--- src/hw/rtl/scale2x_pixel_upscaler_macros.svh ---
// Assertion macros for the scale2x pixel upscaler.
// No dependencies; included by the modules that carry checks.
`ifndef SCALE2X_PIXEL_UPSCALER_MACROS_SVH
`define SCALE2X_PIXEL_UPSCALER_MACROS_SVH
`ifndef SYNTHESIS
// Same-cycle implication, checked at every rising edge outside reset.
`define S2X_ASSERT_IMPLY(lbl, clk, rst, ante, cons) \
   lbl: assert property (@(posedge clk) disable iff (rst) (ante) |-> (cons)) \
      else $error("scale2x: implication check failed");
// Next-cycle implication.
`define S2X_ASSERT_NEXT(lbl, clk, rst, ante, cons) \
   lbl: assert property (@(posedge clk) disable iff (rst) (ante) |=> (cons)) \
      else $error("scale2x: next-cycle check failed");
`else
`define S2X_ASSERT_IMPLY(lbl, clk, rst, ante, cons)
`define S2X_ASSERT_NEXT(lbl, clk, rst, ante, cons)
`endif
`endif

--- src/hw/rtl/s2x_pkg.sv ---
// Shared types, constants and the scale2x selection rule.
// No dependencies; used by every module of the upscaler but the line store.
`timescale 1ns / 1ps
`default_nettype none
package s2x_pkg;

   localparam int MAX_WIDTH       = 4096;
   localparam int PIXEL_BITS      = 32;
   localparam int COL_BITS        = $clog2(MAX_WIDTH);
   localparam int ROW_BITS        = 16;
   localparam int WIDTH_REG_BITS  = 13;
   localparam int HEIGHT_REG_BITS = 16;
   localparam int CSR_DATA_BITS   = 16;
   localparam int CSR_INDEX_BITS  = 1;
   localparam int BANK_BITS       = 2;
   localparam int Q_DEPTH         = 4;
   localparam int Q_PTR_BITS      = $clog2(Q_DEPTH);
   localparam int Q_LEVEL_BITS    = $clog2(Q_DEPTH + 1);

   localparam logic [CSR_INDEX_BITS-1:0] REG_IMAGE_WIDTH  = 1'd0;
   localparam logic [CSR_INDEX_BITS-1:0] REG_IMAGE_HEIGHT = 1'd1;

   localparam logic OP_PIXEL = 1'b0;
   localparam logic OP_FLUSH = 1'b1;

   localparam logic [WIDTH_REG_BITS-1:0]  WIDTH_RESET  = 13'd64;
   localparam logic [HEIGHT_REG_BITS-1:0] HEIGHT_RESET = 16'd64;

   localparam logic [BANK_BITS-1:0] BANK_0 = 2'd0;
   localparam logic [BANK_BITS-1:0] BANK_1 = 2'd1;
   localparam logic [BANK_BITS-1:0] BANK_2 = 2'd2;

   typedef logic [PIXEL_BITS-1:0] pixel_type;

   typedef struct packed {
      logic      op;
      pixel_type color;
   } req_word_type;

   typedef struct packed {
      pixel_type             top_left;
      pixel_type             top_right;
      pixel_type             bottom_left;
      pixel_type             bottom_right;
      logic [COL_BITS-1:0]   block_column;
      logic [ROW_BITS-1:0]   block_row;
      logic                  frame_done;
   } rsp_word_type;

   // One classified item on its way from the front to the back.
   typedef struct packed {
      logic                is_flush;
      logic                emit1;     // block left of this column (or the flush block)
      logic                emit2;     // block at this column, row end only
      logic                top_ok;    // row above exists
      logic                left1_ok;
      logic                left2_ok;
      logic                right_ok;  // flush: right neighbour exists
      logic                done;
      logic [COL_BITS-1:0] col;
      logic [ROW_BITS-1:0] row;
      pixel_type           color;
      pixel_type           ou_a;      // one row up, flush column
      pixel_type           ou_b;      // one row up, this column / flush column + 1
      pixel_type           tu;        // two rows up, this column / flush column
   } queue_entry_type;

   typedef struct packed {
      logic [Q_LEVEL_BITS-1:0] level;
      logic                    not_empty;
   } queue_status_type;

   typedef struct packed {
      pixel_type tl;
      pixel_type tr;
      pixel_type bl;
      pixel_type br;
   } quad_type;

   // Previous bank in rotation order (mod 3).
   function automatic logic [BANK_BITS-1:0] bank_prev(input logic [BANK_BITS-1:0] b);
      logic [BANK_BITS-1:0] r;
      unique case (b)
         BANK_0:  r = BANK_2;
         BANK_1:  r = BANK_0;
         default: r = BANK_1;
      endcase
      return r;
   endfunction

   // Next bank in rotation order (mod 3).
   function automatic logic [BANK_BITS-1:0] bank_next(input logic [BANK_BITS-1:0] b);
      logic [BANK_BITS-1:0] r;
      unique case (b)
         BANK_0:  r = BANK_1;
         BANK_1:  r = BANK_2;
         default: r = BANK_0;
      endcase
      return r;
   endfunction

   // Scale2x selection: a above, b right, c left, d below centre p.
   function automatic quad_type scale2x_rule(input pixel_type p, input pixel_type a,
                                             input pixel_type b, input pixel_type c,
                                             input pixel_type d);
      quad_type q;
      q.tl = (c == a && c != d && a != b) ? a : p;
      q.tr = (a == b && a != c && b != d) ? b : p;
      q.bl = (d == c && d != b && c != a) ? c : p;
      q.br = (b == d && b != a && d != c) ? d : p;
      return q;
   endfunction

endpackage
`default_nettype wire

--- src/hw/rtl/s2x_queue.sv ---
// Short queue of classified words between the front and the back end.
// Depends on s2x_pkg.
`timescale 1ns / 1ps
`default_nettype none
`include "scale2x_pixel_upscaler_macros.svh"
module s2x_queue (
   input  wire logic                       clock,
   input  wire logic                       reset,
   input  wire logic                       push_valid,
   input  wire s2x_pkg::queue_entry_type   push_entry,
   input  wire logic                       pop,
   output s2x_pkg::queue_entry_type        head_entry,
   output s2x_pkg::queue_status_type       q_stat
);

   s2x_pkg::queue_entry_type          store_ff [s2x_pkg::Q_DEPTH];
   logic [s2x_pkg::Q_PTR_BITS-1:0]    wr_ptr_ff, rd_ptr_ff;
   logic [s2x_pkg::Q_LEVEL_BITS-1:0]  level_ff, level_in;

   always_comb begin
      level_in = level_ff;
      unique case ({push_valid, pop})
         2'b10:   level_in = level_ff + s2x_pkg::Q_LEVEL_BITS'(1);
         2'b01:   level_in = level_ff - s2x_pkg::Q_LEVEL_BITS'(1);
         default: level_in = level_ff;
      endcase
   end

   always_ff @(posedge clock) begin
      if (reset) begin
         wr_ptr_ff <= '0;
         rd_ptr_ff <= '0;
         level_ff  <= '0;
      end else begin
         if (push_valid) wr_ptr_ff <= wr_ptr_ff + s2x_pkg::Q_PTR_BITS'(1);
         if (pop)        rd_ptr_ff <= rd_ptr_ff + s2x_pkg::Q_PTR_BITS'(1);
         level_ff <= level_in;
      end
   end

   always_ff @(posedge clock) begin
      if (push_valid) begin
         store_ff[wr_ptr_ff] <= push_entry;
      end
   end

   assign head_entry       = store_ff[rd_ptr_ff];
   assign q_stat.level     = level_ff;
   assign q_stat.not_empty = level_ff != '0;

   `S2X_ASSERT_IMPLY(a_no_overflow, clock, reset, push_valid && !pop,
                     level_ff != s2x_pkg::Q_LEVEL_BITS'(s2x_pkg::Q_DEPTH))
   `S2X_ASSERT_IMPLY(a_no_underflow, clock, reset, pop, level_ff != '0)

endmodule
`default_nettype wire

--- config.mk ---
export PLATFORM = sky130hd
export DESIGN_NAME = s2x_queue
export DESIGN_NICKNAME = d
export VERILOG_FILES = /design/src/hw/rtl/s2x_pkg.sv /design/src/hw/rtl/s2x_queue.sv
export VERILOG_INCLUDE_DIRS = /design/src /design/src/hw/rtl
export SDC_FILE = /design/constraint.sdc
export NUM_CORES = 1
export LEC_CHECK = 0
export ABC_AREA = 1
export BUFFER_PORTS_ARGS = -buffer_cell sky130_fd_sc_hd__clkbuf_2
export CORE_MARGIN = 1
export CORE_UTILIZATION = 57
export CTS_CLUSTER_DIAMETER = 120
export DETAILED_ROUTE_END_ITERATION = 8
export PLACE_DENSITY = 0.82
export SETUP_SLACK_MARGIN = 0.3
export SYNTH_ARGS = -nofsm -noshare
export SYNTH_HDL_FRONTEND = slang
export SYNTH_SLANG_ARGS = --single-unit
--- constraint.sdc ---
create_clock -name clock -period 6.05 [get_ports clock]
set_input_delay 0.605 -clock clock [delete_from_list [all_inputs] [get_ports clock]]
set_output_delay 0.605 -clock clock [all_outputs]
set_load 0.01 [all_outputs]
Word-level counts from Yosys, hierarchy flattened
Memory sizes are Yosys's and may differ from the RTL's. A register that Yosys moved wholly into a read port is not among the register bits.
Index checks and enable logic that the tools add are counted.
{"block": "totals", "reg_bits": 7, "latchBits": 0, "mem_bits_rw": 656, "romBits": 0, "input_bits": 168, "out_inout_bits": 168, "wordCells": 17, "n_memories": 1}
{"memory": "store_ff", "depth": 4, "word_bits": 164, "read_ports": 1, "rd_clocked_by_memory_dff": 1, "write_ports": 1, "line": "s2x_queue.sv:16", "source": "s2x_pkg::queue_entry_type store_ff [s2x_pkg::Q_DEPTH];"}
{"block": "classes", "add_sub_neg": 4, "n_mul": 0, "div_mod_pow": 0, "order_cmp": 0, "eq_ne": 2, "shift": 0, "mux": 5, "bitwise_logic": 0, "reduce_logical": 2}
{"operator": "3-bit one-hot mux with 2 select lines", "count": 1}
{"operator": "2-bit by 1-bit adder with 2-bit output, second input constant", "count": 2}
{"operator": "2-bit 2-to-1 mux", "count": 2}
{"operator": "3-bit by 1-bit adder with 3-bit output, second input constant", "count": 1}
{"operator": "3-bit nonzero test", "count": 1}
{"operator": "3-bit by 1-bit subtractor with 3-bit output, second input constant", "count": 1}
{"operator": "2-bit by 1-bit equality test with 1-bit output, second input constant", "count": 1}
{"operator": "2-bit equality test, second input constant", "count": 1}
{"operator": "1-bit 2-to-1 mux", "count": 2}
{"operator": "2-bit nonzero test", "count": 1}

Longest topological paths before layout
{"block": "logic_depth", "ltp_word": 3, "mapped_depth": 8, "mapped_depth_nobuf": 8}

Worst setup path before layout
No wires, ideal clock.
{"block": "synth_timing", "path_kind": "input port to flip-flop", "from": "input push_valid", "to": "memory store_ff[2][0] (netlist name) (enable)", "setup_time_ns": 0.516, "t_arrival_ns": 3.791, "required_time_ns": 5.534, "path_slack_ns": 1.742, "stages": 2, "n_path_buf": 0, "path_cell_list": "nand2_1 -> inv_1"}
{"block": "synth_via", "elab_chain_cells": 2}
{"element": "start, declared", "line": "s2x_queue.sv:9", "source": "input wire logic push_valid,"}
{"element": "1-bit 2-to-1 mux", "line": "s2x_queue.sv:42", "source": "if (push_valid) begin"}
{"element": "1-bit 2-to-1 mux (implied by the code)", "line": "s2x_queue.sv:43", "source": "store_ff[wr_ptr_ff] <= push_entry;"}
{"element": "end, declared", "line": "s2x_queue.sv:16"}
Every way passes these cells.

==> metrics.cfg <==
[job]
max_cap_viol_count=0

[synth]
yosys.cell_count.top_type=edfxtp_1
synthFlopType=edfxtp_1
ys_types=18
async_reset_ff_frac=0
synth_area_leaders=edfxtp_1 (80%), nor2_1 (5.2%), o22ai_1 (4.2%)
synth.top_cell.area_share=0.8022
synth_seq_cells=665
synthCells=1644
synth_common_cells=edfxtp_1 (656), nor2_1 (337), o21ai_1 (169)
syn-num-nets=1818
yosysTopAreaCell=edfxtp_1
syn_area_sq_um=24560
synth.avg_cell_area_sq_um=14.94
yosys_warnings=0
synth_edf_count=656
ys_seq_area_frac=0.8095

[die]
die_h_microns=209.6
ioPinCount=336
die_area_sq_um=43920
core_area_sq_um=42230
fp.dieW_microns=209.6
start_util=0.5815
rows=75

[timing]
hold_viol=0
relSlewSlack=0.2944
skew_ns=0.01708
drv_slew=0
timing.fmax_mhz=254.5
setup_tns_ns=0
rsz0062_at_grt=false
setup_viol=0
tightest_slew_ns=1.058
period_share=0.6495
fin_ws_ns=2.121
post-route-min-period_ns=3.929

[detailed_routing]
drtPass1Iterations=6
vias=15260
drt_wl_total_microns=55780
wire_per_inst_microns=21.87
drcViolationCount=0
antenna_left=0
drtIter0Drc=1508
vias_per_cell=5.982

[hold_path]
holdCritStartpoint=push_entry[52]
worstHoldPathCells=1
hold_class=in -> reg
min_to=store_ff[2][52]

[worst_setup_path]
timing.rr.end=store_ff[1][30]
cp-end-kind=output pin
slowest_delay_ns=0.72
crit_chain=inv_8 -> buf_4 -> o21ai_1 -> o22ai_1 -> clkbuf_2
critPathSlowestCell=inv_8
crit_arrival_ns=3.32
ff2ff_path_depth=5
critical_path.max_fanout=156
rr_startpoint=wr_ptr_ff[1]
cp-start-kind=flop
critical_path_class=reg -> out
r2r_slack_ns=3.47
worstPathRequired_ns=5.44

[clock_tree]
clk_pin_slew_ns=0.06
cts_tree=yes
cts_hold_buf=0
cts-root-buf=clkbuf_16
clock_latency_ns=0.59
htree_levels=3
clk_path_buf_depth=3
cts.sinks=665
cts_resized=0
cts_setup_buffers=0
cts_made_buffers=67

[grt]
grt_pass1_wl_microns=82490
grt_pass1_vias=15280
grt_max_degree=157
grt_util_all_layers=0.2487
antenna_found_initial=6
grt_overflow=0

[pwr]
finalPower_uw=10320
vdd_drop_max_mv=0.3452
leakage_uw=0.01010
powerDensity_nw_per_um2=358.7

[placement]
place_ws_ns=2.775
dpl.hpwl_microns=30340
dpl.cell_count=2425
gp_congestion=0.7722
io_buffers=335

[cells_and_area]
num-nets-final=2129
syn_to_final_growth_pct=17.20
drive_above_1_share=0.2255
stdcell_count=2551

[status]
status=finished, final reports clean

[kinds of logic (layout without fill, tap and decap cells)]
group,Yosys count,in the layout,share of synthesized area
flip-flops,665,665,0.8095
AO/OA/AOI/OAI,502,502,0.1107
AND/OR/NAND/NOR,348,348,0.05329
buffers and inverters,123,488,0.02318
adder cells (fa/ha/maj),6,6,0.003363
other,0,3,0
[final cells by class]
class                           instances  area, sq um
Inverter                               15        86.33
Timing Repair Buffer                  350         1827
Tap cell                              539        674.4
Multi-Input combinational cell        856         4109
Clock inverter                         42        419.2
Fill cell                            2729        13450
Antenna cell                            3        7.507
Clock buffer                           81         1772
Sequential cell                       665        19890
[power breakdown]
part           internal, uW  switching (uW)
sequential             5270            62.1
combinational           279             617
clock                  2410            1690
[metal layers]
metal,routed length (microns),global-route usage,up-vias
met3,4960,0.06015,116
met5,43,0,-
met4,1662,0.1135,6
met1,20640,0.2969,7551
met2,28470,0.4292,716
li1,-,-,6872
[critical path: cells and delay by family, from the launching register on]
kind	cells	cell delay [ns]
flops	1	0.59
buf+inv	3	1.55
compound gates	2	0.41
[through the flow]
| stage | utilization | hold WS [ns] | instance area, sq um |
|---|---|---|---|
| 2_1_floorplan | - | 0.4116 | 24560 |
| 3_3_place_gp | 0.6295 | 0.4144 | 26580 |
| 3_5_place_dp | 0.6295 | 0.4309 | 26580 |
| 4_1_cts | 0.6814 | 0.1868 | 28770 |
| 5_1_grt | 0.6816 | 0.1986 | 28780 |
| 6_report | 0.6816 | 0.2229 | 28780 |
[placed cells by master (no fill, tap or decap), drive strengths merged]
cell type,Yosys,final
fa,1,1
clkbuf,52,416
nand2,10,10
o21ai,334,334
clkinv,0,29
nor2,337,337
inv,15,20
bufinv,0,7
buf,56,15
o22ai,164,164
clkinvlp,0,1
nand4,1,1
ha,5,5
diode,0,3
edfxtp,656,656
a21oi,4,4
dfxtp,9,9
[flip-flops by register name (all words and copies together), names as in the netlist, named ones only]
name,count
store_ff,656
level_ff,3
wr_ptr_ff,2
rd_ptr_ff,2
[how the worst max path moves through the flow]
stage	startpoint	end	slack, ns	cells past startpoint
after global routing	flop	head_entry[40]	1.97	5
after floorplan	push_valid	store_ff[2][0]	1.74	2
after CTS	flop	head_entry[104]	2.13	4
final	flop	head_entry[40]	2.12	5
after global placement	flop	head_entry[38]	2.88	5
after detailed placement	flop	head_entry[40]	2.78	5
Note: power is estimated with default switching activity, not from simulation.
