`config.mk`:
```
export PLATFORM = sky130hd
export DESIGN_NAME = s2x_back
export DESIGN_NICKNAME = d
export VERILOG_FILES = /design/src/hw/rtl/s2x_pkg.sv /design/src/hw/rtl/s2x_back.sv
export VERILOG_INCLUDE_DIRS = /design/src /design/src/hw/rtl
export SDC_FILE = /design/constraint.sdc
export NUM_CORES = 1
export LEC_CHECK = 0
export BUFFER_PORTS_ARGS = -buffer_cell sky130_fd_sc_hd__buf_2
export CORE_ASPECT_RATIO = 0.6
export CORE_MARGIN = 8
export CORE_UTILIZATION = 61
export DETAILED_ROUTE_END_ITERATION = 7
export MAX_ROUTING_LAYER = met4
export PLACE_DENSITY = 0.87
export REMOVE_ABC_BUFFERS = 1
export SLEW_MARGIN = 10
export SYNTH_ARGS = -nofsm -noshare
export SYNTH_HDL_FRONTEND = slang
export SYNTH_SLANG_ARGS = --single-unit
export TNS_END_PERCENT = 50
```
`constraint.sdc`:
```
create_clock -name clock -period 17.4 [get_ports clock]
set_clock_uncertainty 0.1 [all_clocks]
set_input_delay 0 -clock clock [delete_from_list [all_inputs] [get_ports clock]]
set_output_delay 0 -clock clock [all_outputs]
set_load 0.01 [all_outputs]
```
`src/hw/rtl/scale2x_pixel_upscaler_macros.svh`:
```
// Assertion macros for the scale2x pixel upscaler.
// No dependencies; included by the modules that carry checks.
`ifndef SCALE2X_PIXEL_UPSCALER_MACROS_SVH
`define SCALE2X_PIXEL_UPSCALER_MACROS_SVH
`ifndef SYNTHESIS
// Same-cycle implication, checked at every rising edge outside reset.
`define S2X_ASSERT_IMPLY(lbl, clk, rst, ante, cons) \
   lbl: assert property (@(posedge clk) disable iff (rst) (ante) |-> (cons)) \
      else $error("scale2x: implication check failed");
// Next-cycle implication.
`define S2X_ASSERT_NEXT(lbl, clk, rst, ante, cons) \
   lbl: assert property (@(posedge clk) disable iff (rst) (ante) |=> (cons)) \
      else $error("scale2x: next-cycle check failed");
`else
`define S2X_ASSERT_IMPLY(lbl, clk, rst, ante, cons)
`define S2X_ASSERT_NEXT(lbl, clk, rst, ante, cons)
`endif
`endif

```
`src/hw/rtl/s2x_pkg.sv`:
```
// Shared types, constants and the scale2x selection rule.
// No dependencies; used by every module of the upscaler but the line store.
`timescale 1ns / 1ps
`default_nettype none
package s2x_pkg;

   localparam int MAX_WIDTH       = 4096;
   localparam int PIXEL_BITS      = 32;
   localparam int COL_BITS        = $clog2(MAX_WIDTH);
   localparam int ROW_BITS        = 16;
   localparam int WIDTH_REG_BITS  = 13;
   localparam int HEIGHT_REG_BITS = 16;
   localparam int CSR_DATA_BITS   = 16;
   localparam int CSR_INDEX_BITS  = 1;
   localparam int BANK_BITS       = 2;
   localparam int Q_DEPTH         = 4;
   localparam int Q_PTR_BITS      = $clog2(Q_DEPTH);
   localparam int Q_LEVEL_BITS    = $clog2(Q_DEPTH + 1);

   localparam logic [CSR_INDEX_BITS-1:0] REG_IMAGE_WIDTH  = 1'd0;
   localparam logic [CSR_INDEX_BITS-1:0] REG_IMAGE_HEIGHT = 1'd1;

   localparam logic OP_PIXEL = 1'b0;
   localparam logic OP_FLUSH = 1'b1;

   localparam logic [WIDTH_REG_BITS-1:0]  WIDTH_RESET  = 13'd64;
   localparam logic [HEIGHT_REG_BITS-1:0] HEIGHT_RESET = 16'd64;

   localparam logic [BANK_BITS-1:0] BANK_0 = 2'd0;
   localparam logic [BANK_BITS-1:0] BANK_1 = 2'd1;
   localparam logic [BANK_BITS-1:0] BANK_2 = 2'd2;

   typedef logic [PIXEL_BITS-1:0] pixel_type;

   typedef struct packed {
      logic      op;
      pixel_type color;
   } req_word_type;

   typedef struct packed {
      pixel_type             top_left;
      pixel_type             top_right;
      pixel_type             bottom_left;
      pixel_type             bottom_right;
      logic [COL_BITS-1:0]   block_column;
      logic [ROW_BITS-1:0]   block_row;
      logic                  frame_done;
   } rsp_word_type;

   // One classified item on its way from the front to the back.
   typedef struct packed {
      logic                is_flush;
      logic                emit1;     // block left of this column (or the flush block)
      logic                emit2;     // block at this column, row end only
      logic                top_ok;    // row above exists
      logic                left1_ok;
      logic                left2_ok;
      logic                right_ok;  // flush: right neighbour exists
      logic                done;
      logic [COL_BITS-1:0] col;
      logic [ROW_BITS-1:0] row;
      pixel_type           color;
      pixel_type           ou_a;      // one row up, flush column
      pixel_type           ou_b;      // one row up, this column / flush column + 1
      pixel_type           tu;        // two rows up, this column / flush column
   } queue_entry_type;

   typedef struct packed {
      logic [Q_LEVEL_BITS-1:0] level;
      logic                    not_empty;
   } queue_status_type;

   typedef struct packed {
      pixel_type tl;
      pixel_type tr;
      pixel_type bl;
      pixel_type br;
   } quad_type;

   // Previous bank in rotation order (mod 3).
   function automatic logic [BANK_BITS-1:0] bank_prev(input logic [BANK_BITS-1:0] b);
      logic [BANK_BITS-1:0] r;
      unique case (b)
         BANK_0:  r = BANK_2;
         BANK_1:  r = BANK_0;
         default: r = BANK_1;
      endcase
      return r;
   endfunction

   // Next bank in rotation order (mod 3).
   function automatic logic [BANK_BITS-1:0] bank_next(input logic [BANK_BITS-1:0] b);
      logic [BANK_BITS-1:0] r;
      unique case (b)
         BANK_0:  r = BANK_1;
         BANK_1:  r = BANK_2;
         default: r = BANK_0;
      endcase
      return r;
   endfunction

   // Scale2x selection: a above, b right, c left, d below centre p.
   function automatic quad_type scale2x_rule(input pixel_type p, input pixel_type a,
                                             input pixel_type b, input pixel_type c,
                                             input pixel_type d);
      quad_type q;
      q.tl = (c == a && c != d && a != b) ? a : p;
      q.tr = (a == b && a != c && b != d) ? b : p;
      q.bl = (d == c && d != b && c != a) ? c : p;
      q.br = (b == d && b != a && d != c) ? d : p;
      return q;
   endfunction

endpackage
`default_nettype wire

```
`src/hw/rtl/s2x_back.sv`:
```
// Back end: neighbour window, scale2x selection and the result register.
// Depends on s2x_pkg.
`timescale 1ns / 1ps
`default_nettype none
`include "scale2x_pixel_upscaler_macros.svh"
module s2x_back (
   input  wire logic                       clock,
   input  wire logic                       reset,
   input  wire s2x_pkg::queue_status_type  q_stat,
   input  wire s2x_pkg::queue_entry_type   head_entry,
   output logic                            pop,
   output logic                            rsp_valid,
   input  wire logic                       rsp_stall,
   output s2x_pkg::rsp_word_type           rsp_word
);

   // One row up at columns c-1 and c-2, two rows up at c-1, current row at c-1.
   s2x_pkg::pixel_type    ou1_ff, ou2_ff, tu1_ff, cur1_ff;
   logic                  second_ff, second_in;
   logic                  rsp_valid_ff;
   s2x_pkg::rsp_word_type rsp_word_ff, rsp_word_in;

   logic                  head_valid, two_part, want_emit, out_free, load;
   s2x_pkg::pixel_type    p_pix, a_pix, b_pix, c_pix, d_pix;
   logic [s2x_pkg::COL_BITS-1:0] blk_col;
   logic                  blk_done;
   s2x_pkg::quad_type     quad;

   assign head_valid = q_stat.not_empty;
   assign two_part   = head_entry.emit1 && head_entry.emit2;
   assign want_emit  = head_entry.is_flush || (head_entry.emit1 && !second_ff) ||
                       head_entry.emit2;
   assign out_free   = !rsp_valid_ff || !rsp_stall;
   assign load       = head_valid && want_emit && out_free;
   assign pop        = head_valid &&
                       (!want_emit || (out_free && !(two_part && !second_ff)));

   always_comb begin
      second_in = second_ff;
      priority if (pop) begin
         second_in = 1'b0;
      end else if (load && two_part) begin
         second_in = 1'b1;
      end
   end

   // Pick the neighbours of the block on offer.
   always_comb begin
      priority if (head_entry.is_flush) begin
         p_pix    = head_entry.ou_a;
         a_pix    = head_entry.top_ok   ? head_entry.tu   : head_entry.ou_a;
         b_pix    = head_entry.right_ok ? head_entry.ou_b : head_entry.ou_a;
         c_pix    = head_entry.left1_ok ? ou1_ff          : head_entry.ou_a;
         d_pix    = head_entry.ou_a;
         blk_col  = head_entry.col;
         blk_done = head_entry.done;
      end else if (head_entry.emit1 && !second_ff) begin
         p_pix    = ou1_ff;
         a_pix    = head_entry.top_ok   ? tu1_ff : ou1_ff;
         b_pix    = head_entry.ou_b;
         c_pix    = head_entry.left1_ok ? ou2_ff : ou1_ff;
         d_pix    = cur1_ff;
         blk_col  = head_entry.col - s2x_pkg::COL_BITS'(1);
         blk_done = 1'b0;
      end else begin
         p_pix    = head_entry.ou_b;
         a_pix    = head_entry.top_ok   ? head_entry.tu : head_entry.ou_b;
         b_pix    = head_entry.ou_b;
         c_pix    = head_entry.left2_ok ? ou1_ff        : head_entry.ou_b;
         d_pix    = head_entry.color;
         blk_col  = head_entry.col;
         blk_done = 1'b0;
      end
   end

   assign quad = s2x_pkg::scale2x_rule(p_pix, a_pix, b_pix, c_pix, d_pix);

   always_comb begin
      rsp_word_in.top_left     = quad.tl;
      rsp_word_in.top_right    = quad.tr;
      rsp_word_in.bottom_left  = quad.bl;
      rsp_word_in.bottom_right = quad.br;
      rsp_word_in.block_column = blk_col;
      rsp_word_in.block_row    = head_entry.row;
      rsp_word_in.frame_done   = blk_done;
   end

   always_ff @(posedge clock) begin
      if (reset) begin
         rsp_valid_ff <= 1'b0;
         second_ff    <= 1'b0;
      end else begin
         second_ff <= second_in;
         if (load) begin
            rsp_valid_ff <= 1'b1;
         end else if (!rsp_stall) begin
            rsp_valid_ff <= 1'b0;
         end
      end
   end

   always_ff @(posedge clock) begin
      if (load) begin
         rsp_word_ff <= rsp_word_in;
      end
      // Advance the window when a word leaves the queue.
      if (pop) begin
         if (head_entry.is_flush) begin
            ou1_ff <= head_entry.ou_a;
         end else begin
            ou2_ff  <= ou1_ff;
            ou1_ff  <= head_entry.ou_b;
            tu1_ff  <= head_entry.tu;
            cur1_ff <= head_entry.color;
         end
      end
   end

   assign rsp_valid = rsp_valid_ff;
   assign rsp_word  = rsp_word_ff;

   `S2X_ASSERT_IMPLY(a_second_half, clock, reset, second_ff,
                     head_valid && two_part && !head_entry.is_flush)

endmodule
`default_nettype wire
```
* Word level (Yosys, flattened, before mapping)
Index checks and enable logic that the tools add are counted.
** Storage, ports and cells
- Output and inout bits :: 159
- Bits in registers :: 287
** Cells by class
- Eq/ne operators :: 13
- Bitwise gates (word level) :: 1
- Mux-type cells :: 25
- Add/sub/neg operators :: 1
- Reduce and logical (&&, ||, !) cells :: 27
** Operators with widths (number)
- 2-to-1 mux 32 bit :: 21
- inequality test 32 bit :: 8
- == test 32 bit :: 4
- 2-to-1 mux 12 bit :: 2
- logical AND 1 bit :: 16
- subtractor 12 x 1 -> 12 bit, second input constant :: 1
- logical NOT 1 bit :: 5
- logical OR 1 bit :: 4
- 2-to-1 mux 1 bit :: 2
- inequality test 2 x 1 -> 1 bit, second input constant :: 1
- AND reduction 2 bit :: 1
- OR reduction 2 bit :: 1
- inverter 1 bit :: 1

* Longest topological paths before layout
- Depth after elaboration :: 8
- Mapped depth :: 15

* Worst setup path before layout
OpenSTA, ideal clock, no wires.
- Path kind :: reg2reg
- From :: register second_ff
- To :: register second_ff
- Data arrival time :: 9.352 ns
- Buffers on the path :: 2
- Stages on the path, launching flop included :: 9
- Setup time :: 0.104 ns
- Required time :: 17.196 ns
- Slack :: 7.844 ns
- Cells stage by stage :: dfxtp_1 -> buf_2 -> nand2b_1 -> buf_2 -> nand2_1 -> o21ai_0 -> a21oi_1 -> a31oi_1 -> nor3_1
** On the way
- Elaborated cells between the ends (all ways) :: 14
** RTL lines
- start, declared :: line s2x_back.sv:19 : logic second_ff, second_in;
- start signal, assigned :: line s2x_back.sv:93 : second_ff <= second_in;
- logical NOT 1 bit :: line s2x_back.sv:31 : assign want_emit = head_entry.is_flush || (head_entry.emit1 && !second_ff) ||
- logical AND 1 bit :: line s2x_back.sv:31
- logical OR 1 bit (2 in a row) :: line s2x_back.sv:31
- logical AND 1 bit (2 in a row) :: line s2x_back.sv:34 : assign load = head_valid && want_emit && out_free;
- net load :: line s2x_back.sv:23 : logic head_valid, two_part, want_emit, out_free, load;
- logical AND 1 bit :: line s2x_back.sv:42 : end else if (load && two_part) begin
The timed path passes the listed nets, and every way through them passes these cells.
A chain may end at the register's enable or synchronous reset.

==> summary.md <==
| Metric | Value |
|---|---|
| Die ar. | `~33000 um2` |
| Reg-to-reg slack, setup | `11.37 ns` |
| Setup crit start kind | `flop` |
| GRT overflow | `0` |
| CP endpoint kind | `flop` |
| Longest Clk Path Bufs | `3` |
| Hold violation total from the final report | `0` |
| Die width | `229.1 um` |
| Grt met3 use | `8.624%` |
| Hold WC Path Type | `in -> reg` |
| Synth top area cells | `edfxtp_1, mux2i_1, mux2_2, xnor2_1, xor2_1` |
| Largest net degree at the start of global routing | `67` |
| Asr flop ratio synth | `0%` |
| Period utilization | `around a third` |
| CTS buffer count | `27` |
| Post-CTS setup repair buffer count | `0` |
| Seq/Total Area, Yosys | `51.72%` |
| MaxCap Viol Count | `0` |
| Worst R2R Path Depth | `11` |
| Final WL | `between 60000 and 70000 um` |
| Commonest cells after routing, fill and taps aside | `buf_2, edfxtp_1, mux2i_1` |
| Cell area after synthesis | `16630 um2` |
| Top Usage Layer GRT | `met2` |
| Core area | `between 20000 and 30000 um2` |
| Share of layout cells above drive strength 1 | `~29%` |
| Setup ws final | `roughly 11 ns` |
| Post-Syn Instances | `1377` |
| Number of routed nets with antenna violations | `0` |
| Initial DRC count | `roughly 2.1k` |
| Via count of the routed design | `about 15k` |
| Most common cell after layout, fill and taps aside | `buf_2` |
| Final min period | `approximately 6.0 ns` |
| Power per Cell Area | `slightly below 90 nW/um2` |
| First-pass GRT wire length | `88930 um` |
| Pre-CTS setup slack | `11.57 ns` |
| Critical R2R Capture | `rsp_word[112]` |
| Worst-Margin Slew | `1.112 ns` |
| Slew headroom | `25.63%` |
| Critical path peak fanout | `26` |
| Worst R2R Start | `second_ff` |
| Max Slew Vio Count | `0` |
| Post-synthesis register bit count | `around 290` |
| Routed WL per cell | `between 20 and 30 um` |
| Vias in the first global route | `approximately 14k` |
| Initial core utilization | `a little over three fifths` |
| Port-buffer cells | `between 300 and 400` |
| CP required | `~18 ns` |
| Worst ir drop on vdd | `about 0.074 mV` |
| Synth-to-Final Area Change | `28.59%` |
| LEAKAGE | `between 9 and 10 nW` |
| Die Y | `around 140 um` |
| Post-DR vias/cell | `6.537` |
| Fmax | `between 150 and 200 MHz` |
| RePlAce Congestion | `a little over 0.9` |
| Avg Synthesized Cell Area | `approximately 12 um2` |
| Htree depth | `1` |
| Outcome | `complete, no violations` |
| Drt drc | `0` |
| Met2 GRT Util | `between 50% and 60%` |
| I/O pins | `between 300 and 400` |
| Worst EP arrival | `about 6.3 ns` |
| Critical Path Sink | `rsp_word[112]` |
| Initial antenna violation count | `6` |
| Final TNS setup | `0 ns` |
| YS warnings | `0` |
| Top FF cell, synth | `edfxtp_1` |
| Pre-antenna DRT Iters | `8` |
| Clock Latency Late Sink | `between 0.5 and 0.6 ns` |
| Crit path launch | `second_ff` |
| Hold Buf Count CTS | `between 200 and 250` |
| CTS-repair resized insts | `0` |
| CTS tree | `done` |
| HPWL after DPL | `36540 um` |
| Setup Crit Path Kind | `reg -> reg` |
| Rows | `46` |
| GR Util met1 | `46.92%` |
| Hold_sp | `head_entry[163]` |
| Clk root buf | `clkbuf_16` |
| Post-synth top area share | `~51%` |
| Final Instance Area | `between 20000 and 25000 um2` |
| Fill cell count | `between 1.5k and 2k` |
| Tot GR Track Use | `35.75%` |
| Dominant cell type by area after synthesis | `edfxtp_1` |
| Final #Nets | `2039` |
| Worst-path clk slew | `0.07 ns` |
| Design Power | `around 1.9 mW` |
| Clock sinks | `~290` |
| Fin Hold WS | `~0.065 ns` |
| Cell variety after synth | `50` |
| RSZ-0062 raised after global routing | `no` |
| # setup viols final | `0` |
| Placed instance area | `18500 um2` |
| EDFF count, synth | `between 200 and 300` |
cells by family after synthesis:
logic type,Yosys count,share of synthesized area (%)
mux,343,21.55
flops,287,51.72
simple gates,275,7.465
compound gates,193,8.113
buf+inv,140,3.808
xor+xnor,138,7.270
fa+ha+maj,1,0.07524
area by class of cell:
cell class	count	area, um2	share of cell area [%]
flip-flops and latches	287	8598	40.22
multi-input cells	950	7467	34.93
repair buffers	548	3809	17.81
clock buffers	32	694.4	3.248
well taps	360	450.4	2.107
inverters	53	198.9	0.9305
clock inverters	16	146.4	0.6847
diodes	6	15.01	0.07023
worst min-delay path by stage:
stage	endpoint	slack [ns]	depth (start not counted)
final	rsp_word[0]	0.06	2
after global routing	rsp_word[4]	0.08	2
after CTS	rsp_word[1]	0.04	2
after detailed placement	rsp_valid	0.08	2
after global placement	rsp_word[1]	0.08	1
after floorplan	rsp_valid	-0.03	1
state kept, by name (all words and copies together), names as in the netlist:
| name | flops |
|---|---|
| second_ff | 1 |
| ou1_ff | 32 |
| tu1_ff | 32 |
| ou2_ff | 32 |
| cur1_ff | 32 |
| rsp_valid | 1 |
| rsp_word | 157 |
synth_stat cells (8+ instances only):
library cell	n
o21ai_0	36
nor4_1	20
a31o_2	21
clkbuf_1	18
nor2_1	63
buf_1	19
o22ai_1	16
inv_1	52
a222oi_1	19
edfxtp_1	285
xor2_1	63
mux2_2	120
a31oi_1	31
nand3_1	8
buf_2	41
nand4_1	17
a221oi_1	21
xnor2_1	75
mux2i_1	223
nand2_1	134
a21oi_1	24
per-layer routing:
metal / vias up / part of all wire [%]
li1: 6169 / -
met1: 7026 / 38
met2: 1328 / 45
met3: 199 / 13
met4: 0 / 3.7
met5: - / 0
power by group:
| part | total [mW] | leakage, nW | switching [mW] | internal (mW) |
|---|---|---|---|---|
| Clock | 0.599 | 0.416 | 0.271 | 0.328 |
| Combinational | 0.415 | 5.91 | 0.247 | 0.168 |
| Sequential | 0.839 | 2.71 | 0.0212 | 0.818 |
| Total | 1.85 | 9.03 | 0.539 | 1.31 |
worst max-delay path: stages, from the launching register on:
cell and delay (ns):
dfxtp_1 0.65, nor2b_4 0.09, nor2_4 0.60, buf_4 0.48, a222oi_1 0.28, xnor2_1 0.34, nand4_1 0.23, nor4_1 0.61
nand4_1 0.42, nor3_4 0.96, buf_4 0.58, mux2i_1 0.42
metrics by stage:
stage / utilization (%) / cells
after detailed placement: 69.58 / 1996
after floorplan: - / 1290
after global routing: 80.40 / 2252
after CTS: 80.35 / 2246
final: 80.40 / 2252
after global placement: 69.58 / 1996
(Power assumes the default switching activity.)
